**src/rtl/xtkbd_pkg.sv**
```systemverilog
`timescale 1ns / 1ps
// Shared types and constants for the XT keyboard host receiver.
// No dependencies; the core takes everything by scoped names.

package xtkbd_pkg;

    // Event codes carried on the op field
    typedef enum logic [2:0] {
        OP_EDGE       = 3'd0,
        OP_TICK       = 3'd1,
        OP_READ       = 3'd2,
        OP_SOFT_RESET = 3'd3,
        OP_HARD_RESET = 3'd4,
        OP_ENABLE     = 3'd5,
        OP_DISABLE    = 3'd6,
        OP_UNUSED     = 3'd7
    } op_t;

    // Configuration register indexes
    typedef enum logic [2:0] {
        CFG_START_GAP_THRESHOLD   = 3'd0,
        CFG_SINGLE_START_BIT      = 3'd1,
        CFG_SOFT_RESET_ENABLE     = 3'd2,
        CFG_RESET_LINE_ENABLE     = 3'd3,
        CFG_POWER_ON_RESET_ENABLE = 3'd4,
        CFG_SOFT_RESET_TICKS      = 3'd5,
        CFG_RESET_RELEASE_TICK    = 3'd6,
        CFG_POWER_ON_TICKS        = 3'd7
    } cfg_index_t;

    // Link sequencer state
    typedef enum logic [3:0] {
        LINK_OFF  = 4'b0001,
        LINK_POR  = 4'b0010,
        LINK_SOFT = 4'b0100,
        LINK_IDLE = 4'b1000
    } link_mode_t;

    localparam int CFG_DATA_W   = 16;
    localparam int CFG_INDEX_W  = 3;
    localparam int TICK_W       = 16;
    localparam int GAP_W        = 8;
    localparam int CODE_W       = 8;
    localparam int PHASE_W      = 4;
    localparam int STATUS_W     = 4;

    // Status bit positions
    localparam int ST_FULL  = 0;
    localparam int ST_FERR  = 1;
    localparam int ST_KBD   = 2;
    localparam int ST_READY = 3;

    // Bit phase landmarks
    localparam logic [PHASE_W-1:0] PH_IDLE       = 4'd0;
    localparam logic [PHASE_W-1:0] PH_START1     = 4'd1;
    localparam logic [PHASE_W-1:0] PH_START2     = 4'd2;
    localparam logic [PHASE_W-1:0] PH_DATA_FIRST = 4'd3;
    localparam logic [PHASE_W-1:0] PH_DATA_LAST  = 4'd10;

    localparam logic [CODE_W-1:0] SELF_TEST_CODE = 8'hAA;

    // Configuration reset values
    localparam logic [GAP_W-1:0]  RST_START_GAP_THRESHOLD   = 8'd100;
    localparam logic              RST_SINGLE_START_BIT      = 1'b0;
    localparam logic              RST_SOFT_RESET_ENABLE     = 1'b1;
    localparam logic              RST_RESET_LINE_ENABLE     = 1'b0;
    localparam logic              RST_POWER_ON_RESET_ENABLE = 1'b1;
    localparam logic [TICK_W-1:0] RST_SOFT_RESET_TICKS      = 16'd20;
    localparam logic [TICK_W-1:0] RST_RESET_RELEASE_TICK    = 16'd500;
    localparam logic [TICK_W-1:0] RST_POWER_ON_TICKS        = 16'd1000;

endpackage

```
**src/rtl/xt_keyboard_host_receiver_core.sv**
```systemverilog
`timescale 1ns / 1ps
// XT keyboard host receiver: frame decoder, status and reset-timing sequencer.
// Depends on xtkbd_pkg for event codes, register indexes and constants.
//
// Usage:
//   Input channel (s_*): one event word per handshake - a falling keyboard
//   clock edge with its data level, gap ticks and gap overflow; a timer tick;
//   a host read; soft reset; hard reset; enable; disable.
//   Result channel (m_*): exactly one word per event, showing the receive
//   buffer, the four status flags, the clock/reset line drives and whether
//   clock edges are being listened to, all as they stand after the event.
//   Configuration: cfg_we writes cfg_wdata into register cfg_index;
//   write only while no event is in flight.
// Timing:
//   An event lands in the input register when it is accepted, is decoded in
//   one pass against the state registers and leaves from the result register,
//   which loads together with the state registers once the result channel is free.
//   One event per cycle is sustained while m_ready is high, set by the single state-update stage.
//   s_ready drops only while both registers hold a word and m_ready is low,
//   so in that case it follows m_ready combinationally.
// Reset:
//   aresetn low clears the frame decoder, status, sequencer (disabled, lines
//   released) and reloads the configuration defaults. A stalled result
//   channel holds the result register, then the input register, then s_ready.

module xt_keyboard_host_receiver_core (
    input  logic        aclk,
    input  logic        aresetn,

    input  logic        s_valid,
    output logic        s_ready,
    input  logic [2:0]  s_op,
    input  logic        s_data_line,
    input  logic [7:0]  s_gap_ticks,
    input  logic        s_gap_overflow,

    output logic        m_valid,
    input  logic        m_ready,
    output logic [7:0]  m_read_data,
    output logic        m_code_waiting,
    output logic        m_frame_error,
    output logic        m_keyboard_detected,
    output logic        m_ready_res,
    output logic        m_clock_hold_low,
    output logic        m_reset_hold_low,
    output logic        m_listening,

    input  logic        cfg_we,
    input  logic [xtkbd_pkg::CFG_INDEX_W-1:0] cfg_index,
    input  logic [xtkbd_pkg::CFG_DATA_W-1:0]  cfg_wdata
);

    // Configuration registers
    logic [xtkbd_pkg::GAP_W-1:0]  start_gap_threshold_reg;
    logic                         single_start_bit_reg;
    logic                         soft_reset_enable_reg;
    logic                         reset_line_enable_reg;
    logic                         power_on_reset_enable_reg;
    logic [xtkbd_pkg::TICK_W-1:0] soft_reset_ticks_reg;
    logic [xtkbd_pkg::TICK_W-1:0] reset_release_tick_reg;
    logic [xtkbd_pkg::TICK_W-1:0] power_on_ticks_reg;

    // Input register
    logic                         in_valid_reg;
    logic [2:0]                   in_op_reg;
    logic                         in_data_reg;
    logic [xtkbd_pkg::GAP_W-1:0]  in_gap_reg;
    logic                         in_ovf_reg;

    // Block state
    logic [xtkbd_pkg::PHASE_W-1:0]  bit_phase_reg,   bit_phase_next;
    logic [xtkbd_pkg::CODE_W-1:0]   shift_value_reg, shift_value_next;
    logic [xtkbd_pkg::CODE_W-1:0]   held_code_reg,   held_code_next;
    logic                           bad_start_reg,   bad_start_next;
    logic [xtkbd_pkg::STATUS_W-1:0] status_reg,      status_next;
    xtkbd_pkg::link_mode_t          link_mode_reg,   link_mode_next;
    logic [xtkbd_pkg::TICK_W-1:0]   tick_count_reg,  tick_count_next;
    logic                           edge_enable_reg, edge_enable_next;
    logic                           clock_drive_reg, clock_drive_next;
    logic                           reset_drive_reg, reset_drive_next;

    // Result register
    logic                           out_valid_reg;
    logic [xtkbd_pkg::CODE_W-1:0]   out_code_reg;
    logic [xtkbd_pkg::STATUS_W-1:0] out_status_reg;
    logic                           out_clock_reg;
    logic                           out_reset_reg;
    logic                           out_listen_reg;

    logic advance;

    assign advance = in_valid_reg && (!out_valid_reg || m_ready);
    assign s_ready = !in_valid_reg || advance;

    always_ff @(posedge aclk) begin
        if (!aresetn) begin
            start_gap_threshold_reg   <= xtkbd_pkg::RST_START_GAP_THRESHOLD;
            single_start_bit_reg      <= xtkbd_pkg::RST_SINGLE_START_BIT;
            soft_reset_enable_reg     <= xtkbd_pkg::RST_SOFT_RESET_ENABLE;
            reset_line_enable_reg     <= xtkbd_pkg::RST_RESET_LINE_ENABLE;
            power_on_reset_enable_reg <= xtkbd_pkg::RST_POWER_ON_RESET_ENABLE;
            soft_reset_ticks_reg      <= xtkbd_pkg::RST_SOFT_RESET_TICKS;
            reset_release_tick_reg    <= xtkbd_pkg::RST_RESET_RELEASE_TICK;
            power_on_ticks_reg        <= xtkbd_pkg::RST_POWER_ON_TICKS;
        end else if (cfg_we) begin
            case (xtkbd_pkg::cfg_index_t'(cfg_index))
                xtkbd_pkg::CFG_START_GAP_THRESHOLD:
                    start_gap_threshold_reg <= cfg_wdata[xtkbd_pkg::GAP_W-1:0];
                xtkbd_pkg::CFG_SINGLE_START_BIT:      single_start_bit_reg <= cfg_wdata[0];
                xtkbd_pkg::CFG_SOFT_RESET_ENABLE:     soft_reset_enable_reg <= cfg_wdata[0];
                xtkbd_pkg::CFG_RESET_LINE_ENABLE:     reset_line_enable_reg <= cfg_wdata[0];
                xtkbd_pkg::CFG_POWER_ON_RESET_ENABLE: power_on_reset_enable_reg <= cfg_wdata[0];
                xtkbd_pkg::CFG_SOFT_RESET_TICKS:      soft_reset_ticks_reg <= cfg_wdata;
                xtkbd_pkg::CFG_RESET_RELEASE_TICK:    reset_release_tick_reg <= cfg_wdata;
                xtkbd_pkg::CFG_POWER_ON_TICKS:        power_on_ticks_reg <= cfg_wdata;
                default: ;
            endcase
        end
    end

    // Input register: load on every accepted word
    always_ff @(posedge aclk) begin
        if (!aresetn) begin
            in_valid_reg <= 1'b0;
        end else if (s_ready) begin
            in_valid_reg <= s_valid;
        end
    end

    always_ff @(posedge aclk) begin
        if (s_valid && s_ready) begin
            in_op_reg   <= s_op;
            in_data_reg <= s_data_line;
            in_gap_reg  <= s_gap_ticks;
            in_ovf_reg  <= s_gap_overflow;
        end
    end

    // Event decode and state update
    always_comb begin
        logic [xtkbd_pkg::PHASE_W-1:0] phase;
        logic [xtkbd_pkg::CODE_W-1:0]  shifted;
        logic [xtkbd_pkg::TICK_W-1:0]  tick_inc;

        bit_phase_next   = bit_phase_reg;
        shift_value_next = shift_value_reg;
        held_code_next   = held_code_reg;
        bad_start_next   = bad_start_reg;
        status_next      = status_reg;
        link_mode_next   = link_mode_reg;
        tick_count_next  = tick_count_reg;
        edge_enable_next = edge_enable_reg;
        clock_drive_next = clock_drive_reg;
        reset_drive_next = reset_drive_reg;

        phase    = bit_phase_reg;
        shifted  = {in_data_reg, shift_value_reg[xtkbd_pkg::CODE_W-1:1]};
        tick_inc = tick_count_reg + 1'b1;

        case (xtkbd_pkg::op_t'(in_op_reg))
            xtkbd_pkg::OP_EDGE: begin
                if (edge_enable_reg) begin
                    // long gap or wrapped timer: start a fresh frame
                    if ((in_gap_reg > start_gap_threshold_reg) || in_ovf_reg) begin
                        status_next[xtkbd_pkg::ST_FULL] = 1'b0;
                        status_next[xtkbd_pkg::ST_FERR] = 1'b0;
                        phase = xtkbd_pkg::PH_IDLE;
                    end
                    phase = phase + 1'b1;
                    bit_phase_next = phase;
                    if (phase == xtkbd_pkg::PH_START1) begin
                        shift_value_next = '0;
                        bad_start_next   = 1'b0;
                        if (single_start_bit_reg) begin
                            bit_phase_next = xtkbd_pkg::PH_START2;
                            bad_start_next = !in_data_reg;
                        end
                    end else if (phase == xtkbd_pkg::PH_START2) begin
                        if (!in_data_reg) begin
                            bad_start_next = 1'b1;
                        end
                    end else if (phase >= xtkbd_pkg::PH_DATA_FIRST &&
                                 phase <= xtkbd_pkg::PH_DATA_LAST) begin
                        shift_value_next = shifted;
                        if (phase == xtkbd_pkg::PH_DATA_LAST) begin
                            clock_drive_next = 1'b1;
                            if (bad_start_reg) begin
                                status_next[xtkbd_pkg::ST_FERR] = 1'b1;
                            end else if (shifted == xtkbd_pkg::SELF_TEST_CODE &&
                                         !status_reg[xtkbd_pkg::ST_KBD]) begin
                                status_next[xtkbd_pkg::ST_KBD] = 1'b1;
                                clock_drive_next = 1'b0;
                            end else begin
                                held_code_next = shifted;
                                status_next[xtkbd_pkg::ST_FULL] = 1'b1;
                            end
                            bit_phase_next = xtkbd_pkg::PH_IDLE;
                        end
                    end
                end
            end
            xtkbd_pkg::OP_TICK: begin
                tick_count_next = tick_inc;
                if (link_mode_reg == xtkbd_pkg::LINK_SOFT) begin
                    if (tick_inc >= soft_reset_ticks_reg) begin
                        clock_drive_next = 1'b0;
                        edge_enable_next = 1'b1;
                        tick_count_next  = '0;
                        link_mode_next   = xtkbd_pkg::LINK_IDLE;
                        status_next[xtkbd_pkg::ST_READY] = 1'b1;
                    end
                end else if (link_mode_reg == xtkbd_pkg::LINK_POR) begin
                    if (tick_inc == reset_release_tick_reg) begin
                        if (reset_line_enable_reg) begin
                            reset_drive_next = 1'b0;
                        end
                    end else if (tick_inc >= power_on_ticks_reg) begin
                        if (soft_reset_enable_reg) begin
                            clock_drive_next = 1'b1;
                            tick_count_next  = '0;
                        end else begin
                            tick_count_next  = soft_reset_ticks_reg;
                        end
                        link_mode_next = xtkbd_pkg::LINK_SOFT;
                    end
                end
            end
            xtkbd_pkg::OP_READ: begin
                if (status_reg[xtkbd_pkg::ST_FULL]) begin
                    status_next[xtkbd_pkg::ST_FULL] = 1'b0;
                    status_next[xtkbd_pkg::ST_FERR] = 1'b0;
                    status_next[xtkbd_pkg::ST_KBD]  = 1'b1;
                    clock_drive_next = 1'b0;
                end
            end
            xtkbd_pkg::OP_SOFT_RESET: begin
                if (soft_reset_enable_reg) begin
                    edge_enable_next = 1'b0;
                    status_next      = '0;
                    link_mode_next   = xtkbd_pkg::LINK_SOFT;
                    clock_drive_next = 1'b1;
                    tick_count_next  = '0;
                end
            end
            xtkbd_pkg::OP_HARD_RESET: begin
                edge_enable_next = 1'b0;
                clock_drive_next = 1'b0;
                link_mode_next   = xtkbd_pkg::LINK_POR;
                tick_count_next  = '0;
                if (reset_line_enable_reg) begin
                    reset_drive_next = 1'b1;
                end
            end
            xtkbd_pkg::OP_ENABLE: begin
                bit_phase_next  = xtkbd_pkg::PH_IDLE;
                status_next     = '0;
                tick_count_next = '0;
                if (power_on_reset_enable_reg) begin
                    edge_enable_next = 1'b0;
                    clock_drive_next = 1'b0;
                    link_mode_next   = xtkbd_pkg::LINK_POR;
                    if (reset_line_enable_reg) begin
                        reset_drive_next = 1'b1;
                    end
                end else begin
                    edge_enable_next = 1'b1;
                    link_mode_next   = xtkbd_pkg::LINK_IDLE;
                end
            end
            xtkbd_pkg::OP_DISABLE: begin
                edge_enable_next = 1'b0;
                link_mode_next   = xtkbd_pkg::LINK_OFF;
            end
            default: ;
        endcase
    end

    always_ff @(posedge aclk) begin
        if (!aresetn) begin
            bit_phase_reg   <= xtkbd_pkg::PH_IDLE;
            shift_value_reg <= '0;
            held_code_reg   <= '0;
            bad_start_reg   <= 1'b0;
            status_reg      <= '0;
            link_mode_reg   <= xtkbd_pkg::LINK_OFF;
            tick_count_reg  <= '0;
            edge_enable_reg <= 1'b0;
            clock_drive_reg <= 1'b0;
            reset_drive_reg <= 1'b0;
        end else if (advance) begin
            bit_phase_reg   <= bit_phase_next;
            shift_value_reg <= shift_value_next;
            held_code_reg   <= held_code_next;
            bad_start_reg   <= bad_start_next;
            status_reg      <= status_next;
            link_mode_reg   <= link_mode_next;
            tick_count_reg  <= tick_count_next;
            edge_enable_reg <= edge_enable_next;
            clock_drive_reg <= clock_drive_next;
            reset_drive_reg <= reset_drive_next;
        end
    end

    // Result register: hold while the receiver stalls
    always_ff @(posedge aclk) begin
        if (!aresetn) begin
            out_valid_reg <= 1'b0;
        end else if (advance) begin
            out_valid_reg <= 1'b1;
        end else if (m_ready) begin
            out_valid_reg <= 1'b0;
        end
    end

    always_ff @(posedge aclk) begin
        if (advance) begin
            out_code_reg   <= held_code_next;
            out_status_reg <= status_next;
            out_clock_reg  <= clock_drive_next;
            out_reset_reg  <= reset_drive_next;
            out_listen_reg <= edge_enable_next;
        end
    end

    assign m_valid             = out_valid_reg;
    assign m_read_data         = out_code_reg;
    assign m_code_waiting      = out_status_reg[xtkbd_pkg::ST_FULL];
    assign m_frame_error       = out_status_reg[xtkbd_pkg::ST_FERR];
    assign m_keyboard_detected = out_status_reg[xtkbd_pkg::ST_KBD];
    assign m_ready_res         = out_status_reg[xtkbd_pkg::ST_READY];
    assign m_clock_hold_low    = out_clock_reg;
    assign m_reset_hold_low    = out_reset_reg;
    assign m_listening         = out_listen_reg;

`ifndef NO_ASSERTIONS
    // sequencer state stays one-hot
    assert property (@(posedge aclk) disable iff (!aresetn)
        $onehot(link_mode_reg))
        else $error("link mode not one-hot");

    // edges are only taken once the sequencer has reached idle
    assert property (@(posedge aclk) disable iff (!aresetn)
        edge_enable_reg |-> (link_mode_reg == xtkbd_pkg::LINK_IDLE))
        else $error("listening outside idle link mode");

    // a frame never rests past the last data bit
    assert property (@(posedge aclk) disable iff (!aresetn)
        bit_phase_reg < xtkbd_pkg::PH_DATA_LAST)
        else $error("bit phase out of range");

    // a word waiting behind a stalled result must be held, not processed
    assert property (@(posedge aclk) disable iff (!aresetn)
        (in_valid_reg && out_valid_reg && !m_ready) |=>
            (in_valid_reg && $stable(in_op_reg) && $stable(status_reg)))
        else $error("stalled word was lost or state moved");
`endif

endmodule
```
**config.mk**
```make
export PLATFORM = sky130hd
export DESIGN_NAME = xt_keyboard_host_receiver_core
export DESIGN_NICKNAME = d
export VERILOG_FILES = /design/src/rtl/xtkbd_pkg.sv /design/src/rtl/xt_keyboard_host_receiver_core.sv
export SDC_FILE = /design/constraint.sdc
export NUM_CORES = 1
export LEC_CHECK = 0
export ABC_CLOCK_PERIOD_IN_PS = 9400
export BUFFER_PORTS_ARGS = -buffer_cell sky130_fd_sc_hd__buf_2
export CAP_MARGIN = 0
export CORE_MARGIN = 2
export CORE_UTILIZATION = 44
export CTS_BUF_LIST = sky130_fd_sc_hd__clkbuf_2 sky130_fd_sc_hd__clkbuf_4 sky130_fd_sc_hd__clkbuf_8
export CTS_CLUSTER_SIZE = 28
export DETAILED_ROUTE_END_ITERATION = 8
export SYNTH_ARGS = -nofsm -noshare
export SYNTH_HDL_FRONTEND = slang
export SYNTH_SLANG_ARGS = --single-unit
```
**constraint.sdc**
```tcl
create_clock -name aclk -period 9.4 [get_ports aclk]
set_input_delay 1.88 -clock aclk [delete_from_list [all_inputs] [get_ports aclk]]
set_output_delay 1.88 -clock aclk [all_outputs]
set_load 0.005 [all_outputs]
```
==> impl_metrics.tcl <==
set metrics [dict create \
    drtAntennaViolNets 0 \
    synthArstFlopShare_pct 0 \
    port_buffers 53 \
    routed_via_density 5.58 \
    path_cells "ha_1 -> nand4_1 -> or3_1 -> xnor2_1 -> ha_1 -> and4_1 -> o21ai_0 -> nor2_1 -> a2111oi_0 -> o21ai_0 -> nand3_4 -> and3_4 -> a21oi_1 -> o21ai_0" \
    hold_buffers 0 \
    r2r-start "tick_count_reg[0]" \
    maxSlewViolCount 0 \
    ys_ff_latch 137 \
    synth_cell_types 69 \
    drt-initial-drc-count 478 \
    route.vias.total 6547 \
    final-seq-area_sq_um 3020 \
    synth-edff-count 28 \
    synthesis.nets 991 \
    numCtsBuffers 17 \
    place_ws_ns 4.80 \
    critPathKind "register to register" \
    grt_max_degree 61 \
    mostFrequentLayoutCells "nand2_1, dfxtp_1, a21oi_1" \
    slowest_delay_ns 0.79 \
    rsz0062_at_grt "no" \
    grt_pass1_vias 6107 \
    io_pins 54 \
    setup_viol 0 \
    cap_violations 0 \
    final_common_cell "nand2_1" \
    worstHoldStart "held_code_reg[0]" \
    period_share_pct 49.0 \
    r2r_end "tick_count_reg[4]" \
    p_per_area_nw_per_um2 147 \
    die_y_um 135 \
    avgSynthCellArea_sq_um 8.34 \
    fin_ws_ns 4.80 \
    period_minus_slack_ns 4.60 \
    required_ns 9.79 \
    wl_per_cell_um 16.4 \
    yosys_warnings 0 \
    finalHoldViolations 0 \
    core-area_sq_um 16700 \
    drc 0 \
    grt_usage_pct 22.0 \
    cts_resized 0 \
    area_growth_syn_to_layout_pct 10.5 \
    diodes 0 \
    cts_root_buf "clkbuf_8" \
    placed_area_sq_um 7960 \
    die_w_um 135 \
    synthesis.area_sq_um 7580 \
    r2r_cells 14 \
    holdPathStages 2 \
    seq_area_frac_synth_pct 39.9 \
    antenna_found_initial 0 \
    end_kind "register" \
    cp_common_cell "o21ai_0" \
    slowest_stage "a2111oi_0" \
    gr-total-overflow 0 \
    max-vdd-ir-drop_uv 89.3 \
    ctsHtreeMaxLevel 4 \
    status "completed" \
    relSlewSlack_pct 17.6 \
    postCtsSetupBuffers 0 \
    clock_path_buffers 2 \
    holdPathEnd "held_code_reg[0]" \
    start_kind "register" \
    nNetsFinal 1022 \
    arrival_ns 4.99 \
    num_rows 47 \
    fillerInstances 1640 \
    worst_pin_slew_ns 1.23 \
    r2r_setup_slack_ns 4.80 \
    synth_flop_cell "dfxtp_1" \
    fin_cells 1173 \
    design_area_sq_um 8380 \
    place_congestion 0.920 \
    dp_cells 1141 \
    syn_inst 909 \
    skew_ns 0.0125 \
    dieArea_sq_um 18300 \
    clock-sinks 137 \
    fmax_ghz 0.217 \
    power.total_mw 1.23 \
    path_max_fanout 20 \
    routed_wirelength_um 19200 \
    worst_hold_path_type "register to register" \
    dr.pass1.iters 7 \
    drive_gt1_share_pct 11.9 \
    clk_latency_ns 0.46 \
    place_hpwl_um 13600 \
    final.setup.tns_ns 0 \
    grt_first_pass_wirelength_um 31800 \
    cts_tree "built" \
    leakagePower_nw 3.27 \
    multi_input_area_sq_um 4120 \
    clk_pin_slew_ns 0.09 \
    initial_core_util_pct 45.4 \
]
-- cell families (layout without fill, tap and decap cells) --
kind of cell	count (synthesis)	in the layout	synth area share, %
and+or+nand+nor	335	335	21.2
buffers and inverters	111	155	5.86
xor gates and xnor gates	28	28	3.60
muxes	12	12	1.72
AOI/OAI and AO/OA	241	241	20.3
adders and majority gates	45	45	7.43
DFF	137	137	39.9
-- synth_stat cells (5+ instances only) --
cell / count / area share, %
nand2_1: 164 / 8.1
dfxtp_1: 109 / 29
a21oi_1: 89 / 5.9
inv_1: 65 / 3.2
ha_1: 45 / 7.4
o21ai_0: 42 / 2.8
nor2_1: 40 / 2.0
nand3_1: 37 / 2.4
clkbuf_1: 33 / 1.6
edfxtp_1: 28 / 11
xnor2_1: 20 / 2.3
o211ai_1: 17 / 1.7
nor3_1: 16 / 1.1
nand2b_1: 13 / 1.1
nand4_1: 11 / 0.91
nor2b_1: 11 / 0.91
a21o_1: 10 / 0.99
a22o_1: 9 / 1.0
a22oi_1: 9 / 0.89
a31oi_1: 9 / 0.74
mux2_2: 8 / 1.2
buf_2: 7 / 0.46
o21a_1: 7 / 0.69
or3_1: 7 / 0.58
o311ai_0: 6 / 0.69
xor2_1: 6 / 0.69
a211o_1: 5 / 0.58
o21bai_1: 5 / 0.50
or4_1: 5 / 0.50
-- where the power goes --
group          total [mW]  switching (mW)  internal [mW]
Sequential          0.627          0.0125          0.614
Combinational      0.0866          0.0560         0.0306
Clock               0.515           0.268          0.247
-- through the flow --
| step | util [%] | hold WS [ns] |
|---|---|---|
| 2_1_floorplan | - | 0.429 |
| 3_3_place_gp | 47.7 | 0.438 |
| 3_5_place_dp | 47.7 | 0.443 |
| 4_1_cts | 50.1 | 0.456 |
| 5_1_grt | 50.1 | 0.472 |
| 6_report | 50.1 | 0.454 |
-- critical path: cells and delay by family, from the launching register on --
family | cells | cell delay [ns]
simple gates | 6 | 1.63
compound gates | 5 | 1.54
fa+ha+maj | 2 | 0.59
xor+xnor | 1 | 0.24
flops | 1 | 0.52
-- layer usage --
| layer | part of all wire, % | track usage [%] | routed length (um) |
|---|---|---|---|
| met5 | 0 | 0 | 0 |
| met4 | 1.3 | 5.44 | 241 |
| met3 | 6.5 | 5.16 | 1240 |
| met2 | 43 | 33.5 | 8300 |
| met1 | 49 | 31.6 | 9420 |
-- worst max path at each step --
stage	from	to	cells after the start
finish	tick_count_reg[0]	tick_count_reg[4]	14
detailed placement	aresetn	tick_count_reg[12]	6
global placement	aresetn	tick_count_reg[2]	6
CTS	tick_count_reg[0]	tick_count_reg[15]	14
global route	tick_count_reg[0]	tick_count_reg[9]	14
floorplan	start_gap_threshold_reg[1]	m_read_data[7]	19
-- final cells by class --
class / instances / area share [%]
sequential: 137 / 36.1
multi-input combinational: 661 / 49.2
inverter: 66 / 2.96
clock buffer: 17 / 2.79
clock inverter: 15 / 2.14
tap: 220 / 3.29
timing repair buffer: 57 / 3.53
Power figures use the tool's default switching activity.
